File: config.mk
export PLATFORM = sky130hd
export DESIGN_NAME = c_subset_tokenizer_top
export DESIGN_NICKNAME = d
export VERILOG_FILES = /design/src/hw/rtl/c_tok_pkg.sv /design/src/hw/rtl/c_subset_tokenizer_top.sv /design/src/hw/rtl/c_tok_ram.sv /design/src/hw/rtl/c_tok_fifo.sv /design/src/hw/rtl/c_tok_front.sv /design/src/hw/rtl/c_tok_back.sv
export SDC_FILE = /design/constraint.sdc
export NUM_CORES = 1
export LEC_CHECK = 0
export ABC_AREA = 1
export BUFFER_PORTS_ARGS = -buffer_cell sky130_fd_sc_hd__buf_2
export CORE_UTILIZATION = 46
export CTS_CLUSTER_DIAMETER = 60
export CTS_CLUSTER_SIZE = 40
export DETAILED_ROUTE_END_ITERATION = 10
export GPL_TIMING_DRIVEN = 1
export PLACE_DENSITY_LB_ADDON = 0.25
export SYNTH_ARGS = -nofsm -noshare
export SYNTH_HDL_FRONTEND = slang
export SYNTH_SLANG_ARGS = --single-unit
export TNS_END_PERCENT = 5
File: constraint.sdc
create_clock -name clk -period 8.2 [get_ports clk]
set_input_delay 0.41 -clock clk [delete_from_list [all_inputs] [get_ports clk]]
set_output_delay 0.41 -clock clk [all_outputs]
set_load 0.005 [all_outputs]
File: src/hw/rtl/c_tok_pkg.sv
// shared types, constants and character tables for the c subset tokenizer
package c_tok_pkg;

    // sizing
    localparam int IDENT_MAX  = 31;
    localparam int VALUE_BITS = 32;
    localparam int IDX_W      = (IDENT_MAX > 1) ? $clog2(IDENT_MAX) : 1;
    localparam int LEN_W      = $clog2(IDENT_MAX + 1);
    localparam int NUM_W      = 32;
    localparam int LINE_W     = 16;
    localparam int QDEPTH     = 2;   // power of two
    localparam int QPTR_W     = $clog2(QDEPTH);
    localparam int QCNT_W     = $clog2(QDEPTH + 1);
    localparam int KW_COUNT   = 6;
    localparam int KW_SLOTS   = 6;

    typedef logic [4:0]            kind_t;
    typedef logic [VALUE_BITS-1:0] val_t;
    typedef logic [NUM_W-1:0]      num_t;
    typedef logic [LINE_W-1:0]     line_t;
    typedef logic [LEN_W-1:0]      len_t;
    typedef logic [IDX_W-1:0]      idx_t;
    typedef logic [QPTR_W-1:0]     qptr_t;
    typedef logic [QCNT_W-1:0]     qcnt_t;
    typedef logic [2:0]            kw_idx_t;
    typedef logic [2:0]            slot_t;

    localparam line_t LINE_TOP = '1;

    // result kinds
    localparam kind_t KIND_EOF     = 5'd0;
    localparam kind_t KIND_INTLIT  = 5'd1;
    localparam kind_t KIND_IDENT   = 5'd2;
    localparam kind_t KIND_LPAREN  = 5'd3;
    localparam kind_t KIND_RPAREN  = 5'd4;
    localparam kind_t KIND_LBRACE  = 5'd5;
    localparam kind_t KIND_RBRACE  = 5'd6;
    localparam kind_t KIND_LBRACK  = 5'd7;
    localparam kind_t KIND_RBRACK  = 5'd8;
    localparam kind_t KIND_SEMI    = 5'd9;
    localparam kind_t KIND_COLON   = 5'd10;
    localparam kind_t KIND_COMMA   = 5'd11;
    localparam kind_t KIND_DOT     = 5'd12;
    localparam kind_t KIND_PLUS    = 5'd13;
    localparam kind_t KIND_MINUS   = 5'd14;
    localparam kind_t KIND_STAR    = 5'd15;
    localparam kind_t KIND_SLASH   = 5'd16;
    localparam kind_t KIND_ASSIGN  = 5'd17;
    localparam kind_t KIND_KW_INT  = 5'd18;
    localparam kind_t KIND_KW_CHAR = 5'd19;
    localparam kind_t KIND_KW_IF   = 5'd20;
    localparam kind_t KIND_KW_ELSE = 5'd21;
    localparam kind_t KIND_KW_WHILE  = 5'd22;
    localparam kind_t KIND_KW_RETURN = 5'd23;
    localparam kind_t KIND_INVALID = 5'd24;

    // lexer mode
    typedef enum logic [1:0] {
        MODE_IDLE,
        MODE_IDENT,
        MODE_NUM,
        MODE_DEAD
    } mode_t;

    // back end sequencer
    typedef enum logic [2:0] {
        BK_IDLE,
        BK_A_OUT,
        BK_RUN_RD,
        BK_RUN_WR,
        BK_B_OUT
    } back_state_t;

    // work handed from front to back: an optional flushed token, then an
    // optional single result (punctuation, invalid or eof)
    typedef struct packed {
        logic  a_valid;
        logic  a_run;
        kind_t a_kind;
        val_t  a_num;
        len_t  a_len;
        logic  b_valid;
        kind_t b_kind;
        line_t line;
    } tok_op_t;

    // keyword spellings, zero padded
    localparam logic [7:0] KW_CHARS [KW_COUNT][KW_SLOTS] = '{
        '{"i", "n", "t", 8'h00, 8'h00, 8'h00},
        '{"c", "h", "a", "r", 8'h00, 8'h00},
        '{"i", "f", 8'h00, 8'h00, 8'h00, 8'h00},
        '{"e", "l", "s", "e", 8'h00, 8'h00},
        '{"w", "h", "i", "l", "e", 8'h00},
        '{"r", "e", "t", "u", "r", "n"}
    };
    localparam int    KW_LENS  [KW_COUNT] = '{3, 4, 2, 4, 5, 6};
    localparam kind_t KW_KINDS [KW_COUNT] = '{KIND_KW_INT, KIND_KW_CHAR, KIND_KW_IF,
                                              KIND_KW_ELSE, KIND_KW_WHILE,
                                              KIND_KW_RETURN};

    function automatic logic [7:0] kw_char(input kw_idx_t k, input len_t pos);
        logic [7:0] ch;
        ch = 8'h00;
        if (int'(pos) < KW_SLOTS)
        begin
            ch = KW_CHARS[k][slot_t'(pos)];
        end
        return ch;
    endfunction

    // punctuation code, zero when not punctuation
    function automatic kind_t punct_kind(input logic [7:0] c);
        kind_t k;
        case (c)
            "(":     k = KIND_LPAREN;
            ")":     k = KIND_RPAREN;
            "{":     k = KIND_LBRACE;
            "}":     k = KIND_RBRACE;
            "[":     k = KIND_LBRACK;
            "]":     k = KIND_RBRACK;
            ";":     k = KIND_SEMI;
            ":":     k = KIND_COLON;
            ",":     k = KIND_COMMA;
            ".":     k = KIND_DOT;
            "+":     k = KIND_PLUS;
            "-":     k = KIND_MINUS;
            "*":     k = KIND_STAR;
            "/":     k = KIND_SLASH;
            "=":     k = KIND_ASSIGN;
            default: k = KIND_EOF;
        endcase
        return k;
    endfunction

endpackage

File: src/hw/rtl/c_subset_tokenizer_top.sv
// top level of the c subset tokenizer: front end, work queue, back end, name buffer
// path: input beats pass the work queue, the back end work item and the output register
// throughput: one source beat per cycle while the 2-entry work queue has room and no
// identifier run is pending; the back end takes each queued item in idle, outputs each result
// in turn and reads each run char before outputting it; input is held until the last read
// reset: rst_n clears lexer mode, counters, queue and output valid; line number restarts at 1
module c_subset_tokenizer_top (
    input  logic                 clk,
    input  logic                 rst_n,
    input  logic                 push,
    output logic                 full,
    input  logic                 cmd,
    input  logic [7:0]           char_in,
    output logic                 empty,
    input  logic                 pop,
    output logic [4:0]           kind,
    output logic [31:0]          number,
    output logic [7:0]           text_char,
    output logic [15:0]          line_no,
    output logic                 last
);

    logic                 q_wr;
    c_tok_pkg::tok_op_t   q_wr_data;
    logic                 q_full;
    logic                 q_rd;
    c_tok_pkg::tok_op_t   q_rd_data;
    logic                 q_empty;
    logic                 run_done;
    logic                 buf_wr_en;
    c_tok_pkg::idx_t      buf_wr_addr;
    logic [7:0]           buf_wr_data;
    logic                 buf_rd_en;
    c_tok_pkg::idx_t      buf_rd_addr;
    logic [7:0]           buf_rd_data;

    // lexer front end
    c_tok_front u_front (
        .clk         (clk),
        .rst_n       (rst_n),
        .push        (push),
        .full        (full),
        .cmd         (cmd),
        .char_in     (char_in),
        .q_wr        (q_wr),
        .q_data      (q_wr_data),
        .q_full      (q_full),
        .run_done    (run_done),
        .buf_wr_en   (buf_wr_en),
        .buf_wr_addr (buf_wr_addr),
        .buf_wr_data (buf_wr_data)
    );

    // token work queue
    c_tok_fifo u_fifo (
        .clk     (clk),
        .rst_n   (rst_n),
        .wr_en   (q_wr),
        .wr_data (q_wr_data),
        .q_full  (q_full),
        .rd_en   (q_rd),
        .rd_data (q_rd_data),
        .q_empty (q_empty)
    );

    // identifier name buffer
    c_tok_ram #(
        .WIDTH (8),
        .DEPTH (c_tok_pkg::IDENT_MAX)
    ) u_name_buf (
        .clk     (clk),
        .wr_en   (buf_wr_en),
        .wr_addr (buf_wr_addr),
        .wr_data (buf_wr_data),
        .rd_en   (buf_rd_en),
        .rd_addr (buf_rd_addr),
        .rd_data (buf_rd_data)
    );

    // result back end
    c_tok_back u_back (
        .clk         (clk),
        .rst_n       (rst_n),
        .q_empty     (q_empty),
        .q_data      (q_rd_data),
        .q_rd        (q_rd),
        .buf_rd_en   (buf_rd_en),
        .buf_rd_addr (buf_rd_addr),
        .buf_rd_data (buf_rd_data),
        .run_done    (run_done),
        .empty       (empty),
        .pop         (pop),
        .kind        (kind),
        .number      (number),
        .text_char   (text_char),
        .line_no     (line_no),
        .last        (last)
    );

endmodule

File: src/hw/rtl/c_tok_ram.sv
// generic single write port ram with registered read
module c_tok_ram #(
    parameter int WIDTH = 8,
    parameter int DEPTH = 32
) (
    input  logic                                  clk,
    input  logic                                  wr_en,
    input  logic [((DEPTH > 1) ? $clog2(DEPTH) : 1)-1:0] wr_addr,
    input  logic [WIDTH-1:0]                      wr_data,
    input  logic                                  rd_en,
    input  logic [((DEPTH > 1) ? $clog2(DEPTH) : 1)-1:0] rd_addr,
    output logic [WIDTH-1:0]                      rd_data
);

    logic [WIDTH-1:0] mem [DEPTH];

    // write port
    always_ff @(posedge clk)
    begin
        if (wr_en)
        begin
            mem[wr_addr] <= wr_data;
        end
    end

    // registered read port
    always_ff @(posedge clk)
    begin
        if (rd_en)
        begin
            rd_data <= mem[rd_addr];
        end
    end

endmodule

File: src/hw/rtl/c_tok_fifo.sv
// small register queue between front and back
module c_tok_fifo (
    input  logic               clk,
    input  logic               rst_n,
    input  logic               wr_en,
    input  c_tok_pkg::tok_op_t wr_data,
    output logic               q_full,
    input  logic               rd_en,
    output c_tok_pkg::tok_op_t rd_data,
    output logic               q_empty
);

    c_tok_pkg::tok_op_t entries [c_tok_pkg::QDEPTH];
    c_tok_pkg::qptr_t   wr_ptr_reg;
    c_tok_pkg::qptr_t   wr_ptr_next;
    c_tok_pkg::qptr_t   rd_ptr_reg;
    c_tok_pkg::qptr_t   rd_ptr_next;
    c_tok_pkg::qcnt_t   count_reg;
    c_tok_pkg::qcnt_t   count_next;
    logic               do_wr;
    logic               do_rd;

    assign q_full  = (count_reg == c_tok_pkg::qcnt_t'(c_tok_pkg::QDEPTH));
    assign q_empty = (count_reg == '0);
    assign do_wr   = wr_en && !q_full;
    assign do_rd   = rd_en && !q_empty;
    assign rd_data = entries[rd_ptr_reg];

    // pointer and count update
    always_comb
    begin
        wr_ptr_next = do_wr ? wr_ptr_reg + c_tok_pkg::qptr_t'(1) : wr_ptr_reg;
        rd_ptr_next = do_rd ? rd_ptr_reg + c_tok_pkg::qptr_t'(1) : rd_ptr_reg;
        count_next  = count_reg;
        if (do_wr && !do_rd)
        begin
            count_next = count_reg + c_tok_pkg::qcnt_t'(1);
        end
        else if (do_rd && !do_wr)
        begin
            count_next = count_reg - c_tok_pkg::qcnt_t'(1);
        end
    end

    always_ff @(posedge clk or negedge rst_n)
    begin
        if (!rst_n)
        begin
            wr_ptr_reg <= '0;
            rd_ptr_reg <= '0;
            count_reg  <= '0;
        end
        else
        begin
            wr_ptr_reg <= wr_ptr_next;
            rd_ptr_reg <= rd_ptr_next;
            count_reg  <= count_next;
        end
    end

    // entry storage
    always_ff @(posedge clk)
    begin
        if (do_wr)
        begin
            entries[wr_ptr_reg] <= wr_data;
        end
    end

endmodule

File: src/hw/rtl/c_tok_front.sv
// front end: accepts source beats, tracks lexer state, queues token work
module c_tok_front (
    input  logic                 clk,
    input  logic                 rst_n,
    input  logic                 push,
    output logic                 full,
    input  logic                 cmd,
    input  logic [7:0]           char_in,
    output logic                 q_wr,
    output c_tok_pkg::tok_op_t   q_data,
    input  logic                 q_full,
    input  logic                 run_done,
    output logic                 buf_wr_en,
    output c_tok_pkg::idx_t      buf_wr_addr,
    output logic [7:0]           buf_wr_data
);

    c_tok_pkg::mode_t             mode_reg;
    c_tok_pkg::mode_t             mode_next;
    c_tok_pkg::len_t              len_reg;
    c_tok_pkg::len_t              len_next;
    c_tok_pkg::val_t              accum_reg;
    c_tok_pkg::val_t              accum_next;
    c_tok_pkg::line_t             line_reg;
    c_tok_pkg::line_t             line_next;
    logic [c_tok_pkg::KW_COUNT-1:0] match_reg;
    logic [c_tok_pkg::KW_COUNT-1:0] match_next;
    logic                         run_pend_reg;
    logic                         run_pend_next;

    logic                         accept;
    logic                         is_alpha;
    logic                         is_digit;
    logic                         is_space;
    logic                         is_nl;
    c_tok_pkg::kind_t             pkind;
    logic                         kw_hit;
    c_tok_pkg::kind_t             kw_kind;
    c_tok_pkg::val_t              digit_val;
    c_tok_pkg::tok_op_t           op;

    // input stalls while the queue is full or an identifier run still reads the buffer
    assign full   = q_full || run_pend_reg;
    assign accept = push && !full;

    // character classes
    assign is_alpha  = char_in inside {[8'h61:8'h7a], [8'h41:8'h5a], 8'h5f};
    assign is_digit  = char_in inside {[8'h30:8'h39]};
    assign is_space  = char_in inside {8'h20, 8'h09, 8'h0b, 8'h0d, 8'h0c};
    assign is_nl     = (char_in == 8'h0a);
    assign pkind     = c_tok_pkg::punct_kind(char_in);
    assign digit_val = c_tok_pkg::val_t'(char_in[3:0]);

    // keyword hit from the running per-keyword match flags
    always_comb
    begin
        kw_hit  = 1'b0;
        kw_kind = c_tok_pkg::KIND_EOF;
        for (int k = 0; k < c_tok_pkg::KW_COUNT; k++)
        begin
            if (match_reg[k] && (int'(len_reg) == c_tok_pkg::KW_LENS[k]))
            begin
                kw_hit  = 1'b1;
                kw_kind = kw_kind | c_tok_pkg::KW_KINDS[k];
            end
        end
    end

    // lexer step
    always_comb
    begin
        mode_next   = mode_reg;
        len_next    = len_reg;
        accum_next  = accum_reg;
        line_next   = line_reg;
        match_next  = match_reg;
        op          = '0;
        op.line     = line_reg;
        buf_wr_en   = 1'b0;
        buf_wr_addr = c_tok_pkg::idx_t'(len_reg);
        buf_wr_data = char_in;
        if (accept && (mode_reg != c_tok_pkg::MODE_DEAD))
        begin
            if (!cmd && (mode_reg == c_tok_pkg::MODE_IDENT) && (is_alpha || is_digit))
            begin
                // extend identifier, drop characters past the limit
                if (len_reg < c_tok_pkg::len_t'(c_tok_pkg::IDENT_MAX))
                begin
                    buf_wr_en = 1'b1;
                    len_next  = len_reg + c_tok_pkg::len_t'(1);
                    for (int k = 0; k < c_tok_pkg::KW_COUNT; k++)
                    begin
                        match_next[k] = match_reg[k] &&
                            (char_in == c_tok_pkg::kw_char(c_tok_pkg::kw_idx_t'(k), len_reg));
                    end
                end
            end
            else if (!cmd && (mode_reg == c_tok_pkg::MODE_NUM) && is_digit)
            begin
                // accum * 10 + digit
                accum_next = (accum_reg << 3) + (accum_reg << 1) + digit_val;
            end
            else
            begin
                // flush pending token
                if (mode_reg == c_tok_pkg::MODE_IDENT)
                begin
                    op.a_valid = 1'b1;
                    if (kw_hit)
                    begin
                        op.a_kind = kw_kind;
                    end
                    else
                    begin
                        op.a_run  = 1'b1;
                        op.a_kind = c_tok_pkg::KIND_IDENT;
                        op.a_len  = len_reg;
                    end
                end
                else if (mode_reg == c_tok_pkg::MODE_NUM)
                begin
                    op.a_valid = 1'b1;
                    op.a_kind  = c_tok_pkg::KIND_INTLIT;
                    op.a_num   = accum_reg;
                end
                mode_next  = c_tok_pkg::MODE_IDLE;
                len_next   = '0;
                accum_next = '0;

                // end of input, blank, newline or start of the next token
                if (cmd)
                begin
                    op.b_valid = 1'b1;
                    op.b_kind  = c_tok_pkg::KIND_EOF;
                end
                else if (is_space)
                begin
                    mode_next = c_tok_pkg::MODE_IDLE;
                end
                else if (is_nl)
                begin
                    if (line_reg != c_tok_pkg::LINE_TOP)
                    begin
                        line_next = line_reg + c_tok_pkg::line_t'(1);
                    end
                end
                else if (is_alpha)
                begin
                    mode_next   = c_tok_pkg::MODE_IDENT;
                    buf_wr_en   = 1'b1;
                    buf_wr_addr = '0;
                    len_next    = c_tok_pkg::len_t'(1);
                    for (int k = 0; k < c_tok_pkg::KW_COUNT; k++)
                    begin
                        match_next[k] =
                            (char_in == c_tok_pkg::kw_char(c_tok_pkg::kw_idx_t'(k), '0));
                    end
                end
                else if (is_digit)
                begin
                    mode_next  = c_tok_pkg::MODE_NUM;
                    accum_next = digit_val;
                end
                else if (pkind != c_tok_pkg::KIND_EOF)
                begin
                    op.b_valid = 1'b1;
                    op.b_kind  = pkind;
                end
                else
                begin
                    op.b_valid = 1'b1;
                    op.b_kind  = c_tok_pkg::KIND_INVALID;
                    mode_next  = c_tok_pkg::MODE_DEAD;
                end
            end
        end
    end

    assign q_wr   = accept && (op.a_valid || op.b_valid);
    assign q_data = op;

    // pending identifier run tracking
    always_comb
    begin
        run_pend_next = run_pend_reg;
        if (q_wr && op.a_run)
        begin
            run_pend_next = 1'b1;
        end
        else if (run_done)
        begin
            run_pend_next = 1'b0;
        end
    end

    always_ff @(posedge clk or negedge rst_n)
    begin
        if (!rst_n)
        begin
            mode_reg     <= c_tok_pkg::MODE_IDLE;
            len_reg      <= '0;
            accum_reg    <= '0;
            line_reg     <= c_tok_pkg::line_t'(1);
            match_reg    <= '0;
            run_pend_reg <= 1'b0;
        end
        else
        begin
            mode_reg     <= mode_next;
            len_reg      <= len_next;
            accum_reg    <= accum_next;
            line_reg     <= line_next;
            match_reg    <= match_next;
            run_pend_reg <= run_pend_next;
        end
    end

endmodule

File: src/hw/rtl/c_tok_back.sv
// back end: turns queued token work into result beats
module c_tok_back (
    input  logic                 clk,
    input  logic                 rst_n,
    input  logic                 q_empty,
    input  c_tok_pkg::tok_op_t   q_data,
    output logic                 q_rd,
    output logic                 buf_rd_en,
    output c_tok_pkg::idx_t      buf_rd_addr,
    input  logic [7:0]           buf_rd_data,
    output logic                 run_done,
    output logic                 empty,
    input  logic                 pop,
    output c_tok_pkg::kind_t     kind,
    output c_tok_pkg::num_t      number,
    output logic [7:0]           text_char,
    output c_tok_pkg::line_t     line_no,
    output logic                 last
);

    c_tok_pkg::back_state_t state_reg;
    c_tok_pkg::back_state_t state_next;
    c_tok_pkg::tok_op_t     cur_reg;
    c_tok_pkg::idx_t        idx_reg;
    c_tok_pkg::idx_t        idx_next;
    logic                   valid_reg;
    logic                   valid_next;
    c_tok_pkg::kind_t       kind_reg;
    c_tok_pkg::num_t        number_reg;
    logic [7:0]             text_reg;
    c_tok_pkg::line_t       line_reg;
    logic                   last_reg;

    logic                   out_free;
    logic                   run_last;
    logic                   ld;
    c_tok_pkg::kind_t       ld_kind;
    c_tok_pkg::num_t        ld_number;
    logic [7:0]             ld_text;
    logic                   ld_last;

    assign out_free = !valid_reg || pop;
    assign run_last = (c_tok_pkg::len_t'(idx_reg) + c_tok_pkg::len_t'(1)) == cur_reg.a_len;

    // next state
    always_comb
    begin
        state_next = state_reg;
        case (state_reg)
            c_tok_pkg::BK_IDLE:
            begin
                if (!q_empty)
                begin
                    if (q_data.a_valid && q_data.a_run)
                    begin
                        state_next = c_tok_pkg::BK_RUN_RD;
                    end
                    else if (q_data.a_valid)
                    begin
                        state_next = c_tok_pkg::BK_A_OUT;
                    end
                    else
                    begin
                        state_next = c_tok_pkg::BK_B_OUT;
                    end
                end
            end
            c_tok_pkg::BK_A_OUT:
            begin
                if (out_free)
                begin
                    state_next = cur_reg.b_valid ? c_tok_pkg::BK_B_OUT : c_tok_pkg::BK_IDLE;
                end
            end
            c_tok_pkg::BK_RUN_RD:
            begin
                state_next = c_tok_pkg::BK_RUN_WR;
            end
            c_tok_pkg::BK_RUN_WR:
            begin
                if (out_free)
                begin
                    if (!run_last)
                    begin
                        state_next = c_tok_pkg::BK_RUN_RD;
                    end
                    else if (cur_reg.b_valid)
                    begin
                        state_next = c_tok_pkg::BK_B_OUT;
                    end
                    else
                    begin
                        state_next = c_tok_pkg::BK_IDLE;
                    end
                end
            end
            c_tok_pkg::BK_B_OUT:
            begin
                if (out_free)
                begin
                    state_next = c_tok_pkg::BK_IDLE;
                end
            end
            default:
            begin
                state_next = c_tok_pkg::BK_IDLE;
            end
        endcase
    end

    // outputs of the sequencer
    always_comb
    begin
        q_rd        = 1'b0;
        buf_rd_en   = 1'b0;
        buf_rd_addr = idx_reg;
        run_done    = 1'b0;
        idx_next    = idx_reg;
        ld          = 1'b0;
        ld_kind     = cur_reg.a_kind;
        ld_number   = '0;
        ld_text     = 8'h00;
        ld_last     = 1'b1;
        case (state_reg)
            c_tok_pkg::BK_IDLE:
            begin
                q_rd     = !q_empty;
                idx_next = '0;
            end
            c_tok_pkg::BK_A_OUT:
            begin
                ld        = out_free;
                ld_number = c_tok_pkg::num_t'(cur_reg.a_num);
            end
            c_tok_pkg::BK_RUN_RD:
            begin
                buf_rd_en = 1'b1;
                run_done  = run_last;
            end
            c_tok_pkg::BK_RUN_WR:
            begin
                ld      = out_free;
                ld_kind = c_tok_pkg::KIND_IDENT;
                ld_text = buf_rd_data;
                ld_last = run_last;
                if (out_free)
                begin
                    idx_next = idx_reg + c_tok_pkg::idx_t'(1);
                end
            end
            c_tok_pkg::BK_B_OUT:
            begin
                ld      = out_free;
                ld_kind = cur_reg.b_kind;
            end
            default:
            begin
                ld = 1'b0;
            end
        endcase
    end

    // output register valid
    always_comb
    begin
        valid_next = valid_reg;
        if (ld)
        begin
            valid_next = 1'b1;
        end
        else if (pop)
        begin
            valid_next = 1'b0;
        end
    end

    always_ff @(posedge clk or negedge rst_n)
    begin
        if (!rst_n)
        begin
            state_reg <= c_tok_pkg::BK_IDLE;
            idx_reg   <= '0;
            valid_reg <= 1'b0;
        end
        else
        begin
            state_reg <= state_next;
            idx_reg   <= idx_next;
            valid_reg <= valid_next;
        end
    end

    // current work item and result payload
    always_ff @(posedge clk)
    begin
        if (q_rd)
        begin
            cur_reg <= q_data;
        end
        if (ld)
        begin
            kind_reg   <= ld_kind;
            number_reg <= ld_number;
            text_reg   <= ld_text;
            line_reg   <= cur_reg.line;
            last_reg   <= ld_last;
        end
    end

    assign empty     = !valid_reg;
    assign kind      = kind_reg;
    assign number    = number_reg;
    assign text_char = text_reg;
    assign line_no   = line_reg;
    assign last      = last_reg;

endmodule

# Word-level counts from Yosys, hierarchy flattened
# Memories as Yosys holds them, arrays and structs flattened. A register that Yosys moved wholly into a read port is not among the register bits.
# Index checks and enable logic that the tools add are counted.
# W data, S select, Z words.
# word_totals
regBits,201
latchBits,0
ramBits,380
rom_bits,384
out_inout_bits,64
wordCells,338
mem_count,8
# classes
addsub,9
n_mul,0
div,0
magnitude_cmp,9
n_eq_ne,57
shifts,0
n_mux,170
bitwise,5
n_reduce_logical,57
# mem_list
name,words,word_bits,read_ports,rd_ports_with_merged_regs,wr,line,source
u_name_buf.mem,31,8,1,1,1,c_tok_ram.sv:15,logic [WIDTH-1:0] mem [DEPTH];
u_fifo.entries,2,66,1,0,1,c_tok_fifo.sv:13,c_tok_pkg::tok_op_t entries [c_tok_pkg::QDEPTH];
(name not given),8,8,1,0,0,c_tok_pkg.sv:106,ch = KW_CHARS[k][slot_t'(pos)];
(name not given),8,8,1,0,0,c_tok_pkg.sv:106,
(name not given),8,8,1,0,0,c_tok_pkg.sv:106,
(name not given),8,8,1,0,0,c_tok_pkg.sv:106,
2 more memories,n/a,n/a,n/a,n/a,n/a,n/a,
# op_table
cell,count
$mux W8,71
$mux W32,6
$mux W50,3
$mux W5,25
$eq A8 B6 Y1 const B,12
$eq A8 B8 Y1,11
$pmux W5 S15,1
$mux W6,12
$eq A8 B4 Y1 const B,5
$eq A8 B7 Y1 const B,5
$mux W33,1
$add A32 B32 Y32,1
$add A32 B4 Y32,1
$mux W1,31
$logic_and A1 B1 Y1,28
$mux W3,8
$pmux W5 S2,2
$add A16 B1 Y16 const B,1
$ge A8 B7 Y1 const B,2
$le A8 B7 Y1 const B,2
$mux W2,8
$ne A16 B16 Y1 const B,1
$eq A5 B4 Y1 const B,3
$pmux W3 S5,1
33 further kinds,66

# Depth between registers and ports, before layout
# depth
word_depth,20
mapped_depth,14
mapped_depth_nobuf,14

# Cells and area by module
# From an unflattened synthesis, not the netlist that was laid out.
# hier_totals
cells_unflattened,2812
area_unflattened_um2,27742.9
# by_module_without_submodules
mod,instances,cells_per_inst,area_per_inst_um2,seq_area_each_um2
c_tok_ram,1,883,10361.2,7687.4
c_tok_front,1,1234,7533.5,1552.7
c_tok_fifo,1,377,5047.3,4063.9
c_tok_back,1,318,4800.9,4008.8

# Worst setup path after synthesis
# No wires, ideal clock.
# synth_path
path_type,reg2reg
from,register u_back.state_reg[1]
to,register u_fifo.count_reg[1]
arrival_ps,5068
slack_ps,3001
stages_incl_launch_ff,10
path_buffers,0
synth_period_minus_slack_ps,5199
path_cell_list,dfrtp_1 -> or2_2 -> nor2_1 -> inv_1 -> a21oi_1 -> inv_1 -> ha_1 -> a21oi_1 -> o21ai_0 -> xor2_1
# synth_between
elab_chain_cells,6
word_cells_on_any_way,8
# synth_rtl
item,line,source
start: declaration,c_tok_back.sv:21,c_tok_pkg::back_state_t state_reg;
start signal: assignment,c_tok_back.sv:181,state_reg <= c_tok_pkg::BK_IDLE;
start signal: assignment,c_tok_back.sv:187,state_reg <= state_next;
$logic_not A3 Y1 (*),c_tok_back.sv:124,case (state_reg)
$mux W1 (*),c_tok_back.sv:124,
via q_rd,c_subset_tokenizer_top.sv:26,logic q_rd;
$logic_and A1 B1 Y1 (*),c_tok_fifo.sv:26,assign do_rd = rd_en && !q_empty;
$logic_not A1 Y1,c_tok_fifo.sv:35,if (do_wr && !do_rd)
$logic_and A1 B1 Y1,c_tok_fifo.sv:35,
$mux W2 or $reduce_bool A2 Y1 (tied branches),n/a,
end signal: assignment,c_tok_fifo.sv:57,count_reg <= count_next;
end: declaration,c_tok_fifo.sv:18,c_tok_pkg::qcnt_t count_reg;
# Mark *: on every way through the listed nets, which the timed path passes. The rest lies on a longest branch.
# A chain may end at the register's enable or synchronous reset.

# Final worst setup path
# layout_path
from,input port char_in[5]
to,memory u_fifo.entries[1][5] (netlist name) (enable)
# layout_between
elab_chain_cells,15
word_cells_on_any_way,34
# layout_rtl
item,line,source
start: declaration,c_subset_tokenizer_top.sv:13,"input logic [7:0] char_in,"
"$ge A8 B7 Y1, or another cell as far along",c_tok_front.sv:47,"assign is_alpha = char_in inside {[8'h61:8'h7a], [8'h41:8'h5a], 8'h5f};"
"$logic_and A1 B1 Y1, on equally long branches","c_tok_front.sv:47, c_tok_front.sv:48",
$reduce_bool A3 Y1 or $mux W6 (tied branches),"c_tok_front.sv:47, c_tok_front.sv:159",
$mux W6,c_tok_front.sv:147,else if (is_alpha)
$mux W6,c_tok_front.sv:140,else if (is_nl)
$mux W6,c_tok_front.sv:136,else if (is_space)
$mux W6,c_tok_front.sv:131,if (cmd)
$mux W50,c_tok_front.sv:98,else if (!cmd && (mode_reg == c_tok_pkg::MODE_NUM) && is_digit)
$mux W50 (*),c_tok_front.sv:84,if (!cmd && (mode_reg == c_tok_pkg::MODE_IDENT) && (is_alpha || is_digit))
$mux W50 (*),c_tok_front.sv:82,if (accept && (mode_reg != c_tok_pkg::MODE_DEAD))
$logic_or A1 B1 Y1 (*),c_tok_front.sv:179,assign q_wr = accept && (op.a_valid || op.b_valid);
$logic_and A1 B1 Y1 (*),c_tok_front.sv:179,
$logic_and A1 B1 Y1 (*),c_tok_fifo.sv:25,assign do_wr = wr_en && !q_full;
via u_fifo.do_wr,c_tok_fifo.sv:20,logic do_wr;
$mux W1 (*),c_tok_fifo.sv:64,if (do_wr)
$mux W1 (implied by the code) (*),c_tok_fifo.sv:66,entries[wr_ptr_reg] <= wr_data;
end: declaration,c_tok_fifo.sv:13,
# Marked as above.

==> impl_metrics.yaml <==
detailed_routing:
  route.final.wire_length_mm: 65.23
  drt-pass1-iter-count: 6
  routed_vias_inst: 5.348
  remaining_drc_errors: 0
  dr.first_iter.drc_count: 1864
  drtAntennaViolNets: 0
  detail_route.wl_per_cell_um: 18.91
  detailroute.via_count: 18445
die:
  starting_density_pct: 46.61
  row_count: 88
  design.die.area_mm2: 0.05943
  die_width_um: 243.8
  core_area_mm2: 0.05770
  die_height_um: 243.8
  boundaryPins: 77
worst_setup_path:
  crit_top_cell: "sky130_fd_sc_hd__nand2_1"
  crit_path_start_kind: "primary input"
  critical_path_required_ns: 8.42
  largest_stage_delay_on_the_critical_path_ns: 0.64
  crit_path_cell_trace: "buf_2, inv_1, nand2_1, nor2_1, o21ai_1, nand3_1, o21ai_0, nand2_1, nand2_1, inv_1, nor2_4, buf_4"
  cp-end-kind: "flop"
  timing.critical_path.fanout_max: 43
  timing.critical_path.arrival_ns: 3.67
  worst-setup-path-type: "primary input to flop"
  crit_path_top_delay_cell: "sky130_fd_sc_hd__buf_4"
sta:
  finalMaxSlewViolations: 0
  clock_skew_ns: 0.04240
  post-route-min-period_ns: 3.442
  setup_total_negative_slack_ns: 0
  finalSetupViolCount: 0
  maxClockFrequency_mhz: 290.5
  post-route-period-util_pct: 41.98
  slew_headroom_pct: 36.80
  worst_slew_pin_slew_ns: 0.9481
  unrepaired_setup_endpoints_after_global_routing: "false"
  hold_viol: 0
  finalWorstSetupSlack_ns: 4.758
  timing.hold.ws_ns: 0.1601
status:
  result_of_the_run: "finished, final reports clean"
global_routing:
  grt_antenna_before_repair: 0
  grt.total_usage_pct: 21.84
  grt_max_degree: 90
  vias_in_the_first_global_route: 17548
  global_route_wire_length_before_repair_mm: 100.3
  grt_overflow: 0
finish:
  post-route-util_pct: 50.86
  num-fill-cells: 5196
  largest_reg_flops: 248
  area.sequential_mm2: 0.01723
  multi_input_area_mm2: 0.008369
  post_route_cells_drive_above_1_share_pct: 8.420
  finish.net_count: 2743
  design_area_mm2: 0.02935
  area_growth_syn_to_layout_pct: 9.124
  antenna_cells: 0
placement:
  dp_hpwl_mm: 44.27
  placed_area_mm2: 0.02803
  placement.io_buffers: 76
  post_placement_worst_setup_slack_ns: 4.179
  gp_congestion: 0.9492
power_and_ir_drop:
  pwr-share-clk_pct: 24.6
  p_per_area_mw_per_mm2: 283.5
  seq_power_share_pct: 49.6
  switching_share_pct: 34.51
  ir_drop_mv: 0.2307
  combPwrFrac_pct: 25.8
  total_leakage_power_nw: 11.89
  netSwitchingPower_mw: 2.871
  internal_power_mw: 5.448
synthesis:
  netlist_area_mm2: 0.02689
  synth-xor-area-share_pct: 1.238
  synth_nets: 2690
  synth_mux_area_share_pct: 0.9678
  fraction_of_synthesis_flops_using_an_asynchronous_set_or_reset_pin_pct: 12.80
  yosysUniqueCellTypes: 47
  ys_dominant_reg_cell: "sky130_fd_sc_hd__edfxtp_1"
  post_synth_and_or_nand_nor_area_fraction_pct: 19.96
  synth_compound_area_share_pct: 5.383
  synth_seq_area_share_pct: 64.04
  synth_enable_flop_cells: 511
  synthAdderAreaFrac_pct: 3.499
  synth_area_per_cell_um2: 10.33
  synth-warning-count: 0
  number_of_register_bits_inferred_by_synthesis: 586
  synthesis.instances: 2603
  synth_top_family_by_area: "simple AND/OR/NAND/NOR gates"
cts:
  clk_root_buffer_cell: "sky130_fd_sc_hd__clkbuf_16"
  clk-insertion-delay-late_ns: 0.60
  cts.htree.levels: 2
  post_cts_resize_count: 0
  tritoncts_num_sinks: 586
  cts_made_buffers: 36
  cts_hold_buf: 1
  tritoncts_clock_tree: "built"
  clk_pin_slew_worst_paths_ns: 0.10
  cts_buffer_depth: 3
  buffer_count_from_post_cts_setup_fixing: 0
worst_hold_path:
  min_path_type: "primary input to flop"
run:
  drv.max_cap_violation_count: 0
==> cell type report <==
type,instances,area share (%)
clock buffer,40,3.193
clock inverter,26,1.241
inverter,254,3.253
multi-input combinational,1682,28.52
sequential,586,58.71
tap,765,3.262
timing repair buffer,96,1.825
==> power by group through the flow <==
stage          clock [mW]  sequential [mW]  combinational, mW
2_1_floorplan           0             4.12               1.42
3_3_place_gp            0             4.18               2.14
3_5_place_dp            0             4.19               2.15
4_1_cts              2.09             4.13               2.16
5_1_grt              2.18             4.17               2.41
6_report             2.05             4.12               2.15
==> cell usage in the layout (no fill, tap or decap), drive strengths merged, types with 2 or more instances in the layout <==
cell type / count
edfxtp: 511
a21oi: 98
and2: 2
mux2i: 26
xnor2: 18
ha: 72
xor2: 20
buf: 95
a31oi: 3
nor3: 25
nand3b: 3
a211oi: 6
nand4: 34
clkbuf: 40
o21bai: 4
clkinv: 13
inv: 265
or2: 7
nor2: 284
dfrtp: 74
nand2: 764
a22o: 3
nand3: 157
o22ai: 38
o211ai: 6
o21ai: 106
fa: 2
==> worst paths after layout <==
path | from | slack [ns] | cells after the start | to
max | char_in[5] | 4.76 | 12 | u_fifo.entries[1][5]
min | pop | 0.16 | 4 | u_back.state_reg[2]
max reg2reg | u_front.len_reg[2] | 4.88 | 12 | u_fifo.entries[1][24]
min reg2reg | u_back.cur_reg[9] | 0.42 | 0 | u_back.line_no[9]
max in group asynchronous | rst_n | 6.81 | 3 | u_back.buf_rd_addr[0]
min in group asynchronous | rst_n | 0.32 | 2 | u_front.accum_reg[31]
==> through the flow <==
step | std cells | power, mW
after CTS | 3449 | 8.372
after floorplan | 2603 | 5.542
after global routing | 3449 | 8.759
after global placement | 3382 | 6.321
final | 3449 | 8.320
after detailed placement | 3382 | 6.343
==> critical path, delay by kind of cell <==
family,cells,cell delay [ns]
buffers and inverters,4,1.55
and+or+nand+nor,6,1.31
AOI/OAI and AO/OA,2,0.32
==> cell families after synthesis <==
logic type                 count (synthesis)
DFF                                      586
adders and majority gates                 74
buffers and inverters                    335
xor gates and xnor gates                  38
and+or+nand+nor                         1277
AOI/OAI and AO/OA                        267
muxes                                     26
==> Yosys cell counts (4+ instances only) <==
master,number,area [um2]
sky130_fd_sc_hd__o211ai_1,6,45.04
sky130_fd_sc_hd__nand2_2,6,37.54
sky130_fd_sc_hd__buf_2,15,75.07
sky130_fd_sc_hd__edfxtp_1,511,15340
sky130_fd_sc_hd__buf_4,5,37.54
sky130_fd_sc_hd__inv_1,233,874.6
sky130_fd_sc_hd__a211oi_1,6,45.04
sky130_fd_sc_hd__o21ai_0,92,460.4
sky130_fd_sc_hd__or2_2,6,37.54
sky130_fd_sc_hd__nand3_1,149,745.7
sky130_fd_sc_hd__o22ai_1,38,237.7
sky130_fd_sc_hd__xor2_1,20,175.2
sky130_fd_sc_hd__nand4_1,34,212.7
sky130_fd_sc_hd__inv_2,16,60.06
sky130_fd_sc_hd__nand3_4,5,87.58
sky130_fd_sc_hd__ha_1,72,900.9
sky130_fd_sc_hd__clkinv_1,4,15.01
sky130_fd_sc_hd__nor2_4,4,45.04
sky130_fd_sc_hd__dfrtp_1,74,1852
sky130_fd_sc_hd__o21ai_1,14,70.07
sky130_fd_sc_hd__clkbuf_1,51,191.4
sky130_fd_sc_hd__buf_1,7,26.28
sky130_fd_sc_hd__a21oi_1,98,490.5
sky130_fd_sc_hd__nand2_1,755,2834
sky130_fd_sc_hd__nor2_2,9,56.30
sky130_fd_sc_hd__nor2_1,271,1017
sky130_fd_sc_hd__xnor2_1,18,157.7
sky130_fd_sc_hd__o21bai_1,4,30.03
sky130_fd_sc_hd__mux2i_1,26,260.3
sky130_fd_sc_hd__nor3_2,10,100.1
sky130_fd_sc_hd__nor3_1,15,75.07
==> routing by layer <==
| metal | vias to the layer above | routed length (um) | track usage, % |
|---|---|---|---|
| li1 | 8876 | - | - |
| met1 | 8866 | 30450 | 32.52 |
| met2 | 613 | 29390 | 33.75 |
| met3 | 90 | 4044 | 2.787 |
| met4 | 0 | 1343 | 5.699 |
| met5 | - | 0 | 0 |
(Power assumes the default switching activity.)
